==> config.mk <==
export PLATFORM = sky130hd
export DESIGN_NAME = bfsk_correlation_demodulator
export DESIGN_NICKNAME = d
export VERILOG_FILES = /design/src/rtl/bfsk_pkg.sv /design/src/rtl/bfsk_ref_gen.sv /design/src/rtl/bfsk_correlator.sv /design/src/rtl/bfsk_correlation_demodulator.sv
export SDC_FILE = /design/constraint.sdc
export NUM_CORES = 2
export LEC_CHECK = 0
export BUFFER_PORTS_ARGS = -buffer_cell sky130_fd_sc_hd__clkbuf_2
export CAP_MARGIN = 20
export CORE_MARGIN = 3
export CORE_UTILIZATION = 35
export CTS_CLUSTER_SIZE = 24
export DETAILED_ROUTE_END_ITERATION = 6
export PLACE_DENSITY_LB_ADDON = 0.25
export SLEW_MARGIN = 40
export SYNTH_ARGS = -nofsm -noshare
export SYNTH_HDL_FRONTEND = slang
export SYNTH_SLANG_ARGS = --single-unit
==> constraint.sdc <==
create_clock -name aclk -period 9.5 [get_ports aclk]
set_input_delay 2.375 -clock aclk [delete_from_list [all_inputs] [get_ports aclk]]
set_output_delay 2.375 -clock aclk [all_outputs]
set_load 0.005 [all_outputs]
==> src/rtl/bfsk_pkg.sv <==
// shared constants, types and sine table for the bfsk correlation demodulator
package bfsk_pkg;

    localparam int SAMPLE_WIDTH    = 16;
    localparam int PHASE_WIDTH     = 16;
    localparam int SINE_ADDR_BITS  = 10;
    localparam int MAX_WINDOW_BITS = 10;

    localparam int PHASE_STEP_WIDTH = 16;
    localparam int SPB_WIDTH        = 10;
    localparam int POS_COUNT_WIDTH  = 10;
    localparam int CFG_DATA_WIDTH   = 16;
    localparam int CFG_INDEX_WIDTH  = 1;

    localparam int SINE_WIDTH = 16;
    localparam int DIFF_WIDTH = SINE_WIDTH + 1;
    localparam int PROD_WIDTH = SAMPLE_WIDTH + DIFF_WIDTH;
    localparam int ACC_WIDTH  = PROD_WIDTH + MAX_WINDOW_BITS;
    localparam int TAKEN_WIDTH = MAX_WINDOW_BITS + 1;
    localparam int WIN_CMP_WIDTH = (TAKEN_WIDTH > SPB_WIDTH) ? TAKEN_WIDTH : SPB_WIDTH;

    localparam int QIDX_WIDTH = SINE_ADDR_BITS - 2;
    localparam int QSTEPS     = 1 << QIDX_WIDTH;
    localparam int HIGH_TONE_MULT = 3;

    localparam longint Q30_ONE = 64'sd1 << 30;
    localparam longint POLY_C1 = 64'sd1686629713;
    localparam longint POLY_C3 = -64'sd693598680;
    localparam longint POLY_C5 = 64'sd85569300;
    localparam longint POLY_C7 = -64'sd5026990;
    localparam longint POLY_C9 = 64'sd172270;

    typedef enum logic [CFG_INDEX_WIDTH-1:0] {
        CFG_PHASE_STEP      = 1'b0,
        CFG_SAMPLES_PER_BIT = 1'b1
    } cfg_index_t;

    typedef logic [SINE_WIDTH-2:0] qsine_t;
    typedef logic [QSTEPS-1:0][SINE_WIDTH-2:0] qsine_tbl_t;

    // word from the reference generator to the correlator
    typedef struct packed {
        logic signed [SAMPLE_WIDTH-1:0] sample;
        logic signed [DIFF_WIDTH-1:0]   ref_diff;
    } ref_word_t;

    // first-quadrant sine, odd degree-9 polynomial in q2.30, rounded to q1.15
    function automatic longint quarter_sine(input longint x);
        longint t;
        longint t2;
        longint acc;
        t   = x << (30 - QIDX_WIDTH);
        t2  = (t * t) / Q30_ONE;
        acc = POLY_C9;
        acc = POLY_C7 + (acc * t2) / Q30_ONE;
        acc = POLY_C5 + (acc * t2) / Q30_ONE;
        acc = POLY_C3 + (acc * t2) / Q30_ONE;
        acc = POLY_C1 + (acc * t2) / Q30_ONE;
        acc = (acc * t) / Q30_ONE;
        if (acc < 0) begin
            acc = 0;
        end
        acc = (acc + 64'sd16384) / 64'sd32768;
        if (acc > 64'sd32767) begin
            acc = 64'sd32767;
        end
        return acc;
    endfunction

    function automatic qsine_tbl_t build_qsine_tbl();
        qsine_tbl_t tbl;
        tbl = '0;
        for (int i = 0; i < QSTEPS; i++) begin
            tbl[i] = qsine_t'(quarter_sine(longint'(i)));
        end
        return tbl;
    endfunction

    localparam qsine_tbl_t QSINE_TBL  = build_qsine_tbl();
    localparam qsine_t     QSINE_PEAK = qsine_t'(quarter_sine(longint'(QSTEPS)));

    // top address bits of the phase, zero filled when the phase is narrower
    function automatic logic [SINE_ADDR_BITS-1:0] sine_addr(input logic [PHASE_WIDTH-1:0] ph);
        logic [PHASE_WIDTH+SINE_ADDR_BITS-1:0] wide;
        wide = {ph, {SINE_ADDR_BITS{1'b0}}};
        return wide[PHASE_WIDTH+SINE_ADDR_BITS-1 -: SINE_ADDR_BITS];
    endfunction

    function automatic logic signed [SINE_WIDTH-1:0] sine_lookup(
        input logic [SINE_ADDR_BITS-1:0] addr
    );
        logic [1:0]            quad;
        logic [QIDX_WIDTH-1:0] idx;
        qsine_t                mag;
        logic signed [SINE_WIDTH-1:0] v;
        quad = addr[SINE_ADDR_BITS-1 -: 2];
        idx  = addr[QIDX_WIDTH-1:0];
        if (quad[0]) begin
            if (idx == '0) begin
                mag = QSINE_PEAK;
            end else begin
                mag = QSINE_TBL[QIDX_WIDTH'(0) - idx];
            end
        end else begin
            mag = QSINE_TBL[idx];
        end
        v = {1'b0, mag};
        return quad[1] ? -v : v;
    endfunction

endpackage

==> src/rtl/bfsk_ref_gen.sv <==
// phase accumulator, input register and tone reference lookup
module bfsk_ref_gen (
    input  logic                                  aclk,
    input  logic                                  aresetn,
    input  logic [bfsk_pkg::PHASE_STEP_WIDTH-1:0] phase_step,
    input  logic                                  s_valid,
    output logic                                  s_ready,
    input  logic signed [bfsk_pkg::SAMPLE_WIDTH-1:0] s_sample,
    output logic                                  ref_valid,
    input  logic                                  ref_ready,
    output bfsk_pkg::ref_word_t                   ref_word
);
    import bfsk_pkg::*;

    logic [PHASE_WIDTH-1:0]         tone_phase_reg, tone_phase_next;
    logic                           a_valid_reg, a_valid_next;
    logic signed [SAMPLE_WIDTH-1:0] a_sample_reg;
    logic [PHASE_WIDTH-1:0]         a_phase_reg;
    logic                           b_valid_reg, b_valid_next;
    ref_word_t                      b_word_reg, b_word_next;

    logic                           a_ready;
    logic                           b_ready;
    logic                           s_fire;
    logic [PHASE_WIDTH-1:0]         high_phase;
    logic signed [SINE_WIDTH-1:0]   sin_lo;
    logic signed [SINE_WIDTH-1:0]   sin_hi;

    assign b_ready = !b_valid_reg || ref_ready;
    assign a_ready = !a_valid_reg || b_ready;
    assign s_ready = a_ready;
    assign s_fire  = s_valid && a_ready;

    assign tone_phase_next = s_fire ? tone_phase_reg + PHASE_WIDTH'(phase_step)
                                    : tone_phase_reg;

    always_comb begin
        a_valid_next = a_valid_reg;
        if (s_fire) begin
            a_valid_next = 1'b1;
        end else if (b_ready) begin
            a_valid_next = 1'b0;
        end
    end

    // high tone at three times the low tone phase
    assign high_phase = PHASE_WIDTH'(a_phase_reg * HIGH_TONE_MULT);
    assign sin_lo = sine_lookup(sine_addr(a_phase_reg));
    assign sin_hi = sine_lookup(sine_addr(high_phase));

    assign b_valid_next = b_ready ? a_valid_reg : b_valid_reg;

    always_comb begin
        b_word_next = b_word_reg;
        if (b_ready) begin
            b_word_next.sample   = a_sample_reg;
            b_word_next.ref_diff = DIFF_WIDTH'(sin_hi) - DIFF_WIDTH'(sin_lo);
        end
    end

    always_ff @(posedge aclk) begin
        if (!aresetn) begin
            tone_phase_reg <= '0;
            a_valid_reg    <= 1'b0;
            b_valid_reg    <= 1'b0;
        end else begin
            tone_phase_reg <= tone_phase_next;
            a_valid_reg    <= a_valid_next;
            b_valid_reg    <= b_valid_next;
        end
    end

    always_ff @(posedge aclk) begin
        if (s_fire) begin
            a_sample_reg <= s_sample;
            a_phase_reg  <= tone_phase_reg;
        end
        b_word_reg <= b_word_next;
    end

    assign ref_valid = b_valid_reg;
    assign ref_word  = b_word_reg;

endmodule

==> src/rtl/bfsk_correlator.sv <==
// product stage, difference accumulator, window count and result register
module bfsk_correlator (
    input  logic                                      aclk,
    input  logic                                      aresetn,
    input  logic [bfsk_pkg::SPB_WIDTH-1:0]            samples_per_bit,
    input  logic                                      ref_valid,
    output logic                                      ref_ready,
    input  bfsk_pkg::ref_word_t                       ref_word,
    output logic                                      m_valid,
    input  logic                                      m_ready,
    output logic                                      m_bit_value,
    output logic [bfsk_pkg::POS_COUNT_WIDTH-1:0]      m_positive_count
);
    import bfsk_pkg::*;

    logic                         c_valid_reg, c_valid_next;
    logic signed [PROD_WIDTH-1:0] c_prod_reg;
    logic signed [ACC_WIDTH-1:0]  acc_reg, acc_next;
    logic [MAX_WINDOW_BITS-1:0]   window_pos_reg, window_pos_next;
    logic [MAX_WINDOW_BITS-1:0]   tally_reg, tally_next;
    logic                         m_valid_reg, m_valid_next;
    logic                         m_bit_reg, m_bit_next;
    logic [POS_COUNT_WIDTH-1:0]   m_count_reg, m_count_next;

    logic                         c_ready;
    logic                         d_ready;
    logic                         d_fire;
    logic signed [PROD_WIDTH-1:0] prod;
    logic signed [ACC_WIDTH-1:0]  sum;
    logic                         positive;
    logic [MAX_WINDOW_BITS-1:0]   tally_inc;
    logic [TAKEN_WIDTH-1:0]       taken;
    logic [WIN_CMP_WIDTH-1:0]     win_len;
    logic                         win_done;
    logic                         majority;

    assign prod = PROD_WIDTH'(ref_word.sample) * PROD_WIDTH'(ref_word.ref_diff);

    assign sum       = acc_reg + ACC_WIDTH'(c_prod_reg);
    assign positive  = !sum[ACC_WIDTH-1] && (sum != '0);
    assign tally_inc = tally_reg + MAX_WINDOW_BITS'(positive);
    assign taken     = TAKEN_WIDTH'(window_pos_reg) + TAKEN_WIDTH'(1);
    assign win_len   = (samples_per_bit == '0) ? WIN_CMP_WIDTH'(1)
                                               : WIN_CMP_WIDTH'(samples_per_bit);
    assign win_done  = WIN_CMP_WIDTH'(taken) >= win_len;
    assign majority  = {tally_inc, 1'b0} > taken;

    // only a finishing word needs room in the result register
    assign d_ready   = !(win_done && m_valid_reg && !m_ready);
    assign d_fire    = c_valid_reg && d_ready;
    assign c_ready   = !c_valid_reg || d_ready;
    assign ref_ready = c_ready;

    assign c_valid_next = c_ready ? ref_valid : c_valid_reg;

    always_comb begin
        acc_next        = acc_reg;
        window_pos_next = window_pos_reg;
        tally_next      = tally_reg;
        if (d_fire) begin
            if (win_done) begin
                acc_next        = '0;
                window_pos_next = '0;
                tally_next      = '0;
            end else begin
                acc_next        = sum;
                window_pos_next = taken[MAX_WINDOW_BITS-1:0];
                tally_next      = tally_inc;
            end
        end
    end

    always_comb begin
        m_valid_next = m_valid_reg;
        m_bit_next   = m_bit_reg;
        m_count_next = m_count_reg;
        if (m_valid_reg && m_ready) begin
            m_valid_next = 1'b0;
        end
        if (d_fire && win_done) begin
            m_valid_next = 1'b1;
            m_bit_next   = majority;
            m_count_next = POS_COUNT_WIDTH'(tally_inc);
        end
    end

    always_ff @(posedge aclk) begin
        if (!aresetn) begin
            c_valid_reg    <= 1'b0;
            acc_reg        <= '0;
            window_pos_reg <= '0;
            tally_reg      <= '0;
            m_valid_reg    <= 1'b0;
        end else begin
            c_valid_reg    <= c_valid_next;
            acc_reg        <= acc_next;
            window_pos_reg <= window_pos_next;
            tally_reg      <= tally_next;
            m_valid_reg    <= m_valid_next;
        end
    end

    always_ff @(posedge aclk) begin
        if (c_ready) begin
            c_prod_reg <= prod;
        end
        m_bit_reg   <= m_bit_next;
        m_count_reg <= m_count_next;
    end

    assign m_valid          = m_valid_reg;
    assign m_bit_value      = m_bit_reg;
    assign m_positive_count = m_count_reg;

endmodule

==> src/rtl/bfsk_correlation_demodulator.sv <==
// top level of the bfsk correlation demodulator with its configuration registers
//
// One signed sample word is taken per clock unless the pipeline stalls, and is
// correlated against a low and a high tone (three times the low phase) read
// from a quarter-wave sine table. Only the difference of the two correlations
// is kept, in one full-precision accumulator; its sign after each sample feeds
// a positive count. At the end of each window of samples_per_bit samples one
// result word leaves: the majority bit and the positive count. Sample words
// pass three register stages (input, tone lookup, product) and then update the
// accumulator and the result register at the same edge, so the sustained rate
// is one sample per cycle; the accumulate stage stalls only when a window ends
// while the previous result still waits to be taken. Configuration is written
// through cfg_wr_en, cfg_index and cfg_data while no sample is in flight; the
// block itself does not enforce this.
module bfsk_correlation_demodulator (
    input  logic                                     aclk,
    input  logic                                     aresetn,
    input  logic                                     cfg_wr_en,
    input  logic [bfsk_pkg::CFG_INDEX_WIDTH-1:0]     cfg_index,
    input  logic [bfsk_pkg::CFG_DATA_WIDTH-1:0]      cfg_data,
    input  logic                                     s_valid,
    output logic                                     s_ready,
    input  logic signed [bfsk_pkg::SAMPLE_WIDTH-1:0] s_sample,
    output logic                                     m_valid,
    input  logic                                     m_ready,
    output logic                                     m_bit_value,
    output logic [bfsk_pkg::POS_COUNT_WIDTH-1:0]     m_positive_count
);
    import bfsk_pkg::*;

    logic [PHASE_STEP_WIDTH-1:0] phase_step_reg, phase_step_next;
    logic [SPB_WIDTH-1:0]        spb_reg, spb_next;

    logic                        ref_valid;
    logic                        ref_ready;
    ref_word_t                   ref_word;

    always_comb begin
        phase_step_next = phase_step_reg;
        spb_next        = spb_reg;
        if (cfg_wr_en) begin
            case (cfg_index_t'(cfg_index))
                CFG_PHASE_STEP: begin
                    phase_step_next = PHASE_STEP_WIDTH'(cfg_data);
                end
                CFG_SAMPLES_PER_BIT: begin
                    spb_next = SPB_WIDTH'(cfg_data);
                end
                default: begin
                    phase_step_next = phase_step_reg;
                end
            endcase
        end
    end

    always_ff @(posedge aclk) begin
        if (!aresetn) begin
            phase_step_reg <= PHASE_STEP_WIDTH'(655);
            spb_reg        <= SPB_WIDTH'(100);
        end else begin
            phase_step_reg <= phase_step_next;
            spb_reg        <= spb_next;
        end
    end

    bfsk_ref_gen u_ref_gen (
        .aclk       (aclk),
        .aresetn    (aresetn),
        .phase_step (phase_step_reg),
        .s_valid    (s_valid),
        .s_ready    (s_ready),
        .s_sample   (s_sample),
        .ref_valid  (ref_valid),
        .ref_ready  (ref_ready),
        .ref_word   (ref_word)
    );

    bfsk_correlator u_correlator (
        .aclk             (aclk),
        .aresetn          (aresetn),
        .samples_per_bit  (spb_reg),
        .ref_valid        (ref_valid),
        .ref_ready        (ref_ready),
        .ref_word         (ref_word),
        .m_valid          (m_valid),
        .m_ready          (m_ready),
        .m_bit_value      (m_bit_value),
        .m_positive_count (m_positive_count)
    );

endmodule

==> results by group <==
Status
  • Status: finished clean

Synthesis
  • FFs w/ async S/R, synth: 0
  • Cells after Synth: 5,628
  • Synth Flop Type: dfxtp_1
  • Synth warnings: 0
  • Commonest cells in the netlist: 613 x nand2_1, 481 x nor2_1, 462 x a21oi_1
  • Post-synth top area cell: fa_1
  • Area contributors post-synth: fa_1 13%, ha_1 8.2%, edfxtp_1 7.8%, dfxtp_1 5.9%, a21oi_1 5.5%
  • Avg Cell Area, Syn: 7.42 um2
  • Yosys reg bits: 233
  • Distinct cells, synth: 113
  • Sequential cell area fraction in the yosys report: 0.138
  • Number of flops mapped to enable cells by yosys: 109
  • Share of Yosys cell area claimed by the top area cell type: 0.134
  • Synthesized Nets: 6,218
  • Count leader, synth: nand2_1
  • Post-Syn Area: 41,800 um2

Global routing
  • Largest net degree at the start of global routing: 133
  • Met3 Usage GRT: 0.0572
  • GRT Total Usage: 0.306
  • Total gr overflow: 0
  • Routing usage on met1: 0.405
  • First-pass GRT wire length: 290,000 um
  • Initial antenna violation count: 5
  • Vias in the first global route: 43,600
  • M2 GR Usage: 0.475
  • Gr busiest metal: met2

Timing
  • TNS Setup: 0 ns
  • Final Setup Violations: 0
  • Tmin final: 9.03 ns
  • Slew @ Worst Pin: 0.959 ns
  • Skew final: 0.0773 ns
  • Slew HR: 0.358
  • Final Max Slew Viols: 0
  • RSZ-0062 raised after global routing: no
  • Final hold violations: 0
  • Max frequency: 0.111 GHz
  • Final worst path period share: 0.951

Worst setup path
  • Worst path most repeated cell: o21ai_0
  • Critical path endpoint category: register
  • R2R Setup Slk: 0.47 ns
  • Critical Path Source Type: register
  • Critical path fanouts, max: 54
  • Cells on worst reg2reg path: 39
  • Crit-path slowest cell: edfxtp_1
  • Arr. time, crit path: 9.35 ns
  • R2r endpoint: u_ref_gen.ref_word[15]
  • Critical Path RT: 9.82 ns
  • Worst r2r src: u_ref_gen.a_phase_reg[6]
  • Critical Path Max Stage Delay: 0.47 ns
  • Worst Path Class, Setup: reg2reg

Hold path
  • Worst hold path startpoint: u_ref_gen.a_sample_reg[5]
  • Hold Path Class: reg2reg
  • Hold Path Sink: u_ref_gen.ref_word[22]
  • Hold path depth: 0

Route
  • Via Count: 45,953
  • Drt total wl: 197,000 um
  • Via-per-instance ratio: 6.58
  • 1st-iter DRT viols: 6,737
  • Routed len/inst: 28.2 um
  • DRC violations left: 0
  • Drt pass-1 iters: 7
  • DRT antenna net count: 0

Place
  • PortBufs: 50
  • Placed Cells: 6,927
  • Detailed placement HPWL: 142,000 um
  • Final RePlAce weighted congestion: 1.05

Cells and area
  • Share of cells above drive strength 1: 0.0777
  • Finished Core Util: 0.378
  • Post-route insts no fill: 6,980
  • Fill cells: 12,529
  • Area grow syn2layout: 6.94%
  • Multi-input combinational cell area: 32,700 um2
  • Nets@finish: 6,011
  • Largest register FFs: 43
  • Register area: 5760 um2

Floorplan
  • I/O pins: 51
  • Die height: 351 um
  • Initial core utilization: 0.353
  • Die Area: 124,000 um2
  • Chip width: 351 um
  • Total core area: 118,000 um2
  • Row count: 126

Clock tree
  • Root Driver: clkbuf_16
  • CTS max path bufs: 3
  • Clock transition at path regs: 0.06 ns
  • CTS tree: built
  • H-tree depth reported by CTS: 1
  • Clk sinks: 233
  • CTS Hold Bufs: 0
  • CTS buffer count: 28
  • Clk_lat worst skew: 0.63 ns

Run
  • Max-cap violations: 0
==> critical path, delay by kind of cell (launching register included) <==
kind	cells	cell delay, ns
AO/OA/AOI/OAI	22	4.66
adder cells (fa/ha/maj)	4	1.39
AND/OR/NAND/NOR	8	1.14
buffers and inverters	4	0.93
flip-flops	1	0.47
XOR/XNOR	1	0.08
==> layer usage <==
layer | wire length, um | share of wire
met5 | 21 | 0.00011
met4 | 12900 | 0.065
met3 | 20200 | 0.10
met2 | 84900 | 0.43
met1 | 78800 | 0.40
==> layout make-up <==
class / instances / area share
flip-flops and latches: 233 / 0.129
well taps: 1536 / 0.0430
inverters: 403 / 0.0339
clock buffers: 38 / 0.0172
diodes: 2 / 0.000112
clock inverters: 13 / 0.00331
repair buffers: 244 / 0.0404
multi-input cells: 4511 / 0.733
==> placed cells by master, fill, tap and decap left out, types with 92 or more instances in the layout <==
master	netlist	routed
nand3_1	178	176
o211ai_1	120	120
a21oi_1	462	460
a31oi_1	92	92
inv_1	387	386
nor2_1	481	478
and2_1	118	117
a211oi_1	123	123
edfxtp_1	109	109
fa_1	279	279
dfxtp_1	124	124
ha_1	273	270
xnor2_1	123	115
nand2_1	613	610
nor3_1	151	150
buf_4	10	181
o21ai_0	355	352
==> through the flow <==
step / setup slack (ns) / hold WS, ns / cell area, um2
5_1_grt: 0.0223 / 0.435 / 44700
3_5_place_dp: 0.457 / 0.408 / 43700
2_1_floorplan: 0.320 / 0.400 / 41800
6_report: 0.467 / 0.422 / 44700
4_1_cts: 0.335 / 0.433 / 44600
3_3_place_gp: 0.625 / 0.404 / 43600
==> repair_timing <==
item | 4_1_cts | 5_1_grt
hold endpoints to repair | 0 | 0
setup buffers | 0 | 0
gates resized for setup | 0 | 6
endpoints found under the setup margin | 0 | 5
==> how the worst max path moves through the flow <==
stage / from / to / depth (start not counted)
6_report: u_ref_gen.a_phase_reg[6] / u_ref_gen.ref_word[15] / 39
5_1_grt: u_ref_gen.a_phase_reg[6] / u_ref_gen.ref_word[15] / 39
4_1_cts: u_ref_gen.a_phase_reg[7] / u_ref_gen.ref_word[15] / 38
3_5_place_dp: u_ref_gen.a_phase_reg[6] / u_ref_gen.ref_word[14] / 38
3_3_place_gp: u_ref_gen.a_phase_reg[7] / u_ref_gen.ref_word[15] / 38
2_1_floorplan: u_ref_gen.a_phase_reg[7] / u_ref_gen.ref_word[16] / 42
==> logic make-up (layout without fill, tap and decap cells) <==
kind of cell,count (synthesis),in the layout,share of synthesized area
AOI/OAI and AO/OA,1907,1907,0.307
and+or+nand+nor,1834,1834,0.203
buffers and inverters,884,698,0.0853
adders and majority gates,552,552,0.216
DFF,233,233,0.138
xor gates and xnor gates,170,170,0.0363
muxes,48,48,0.0149
other,0,2,0
Power is not shown: default switching activity piles up to over one toggle a cycle in this logic, so the estimate is an artifact.
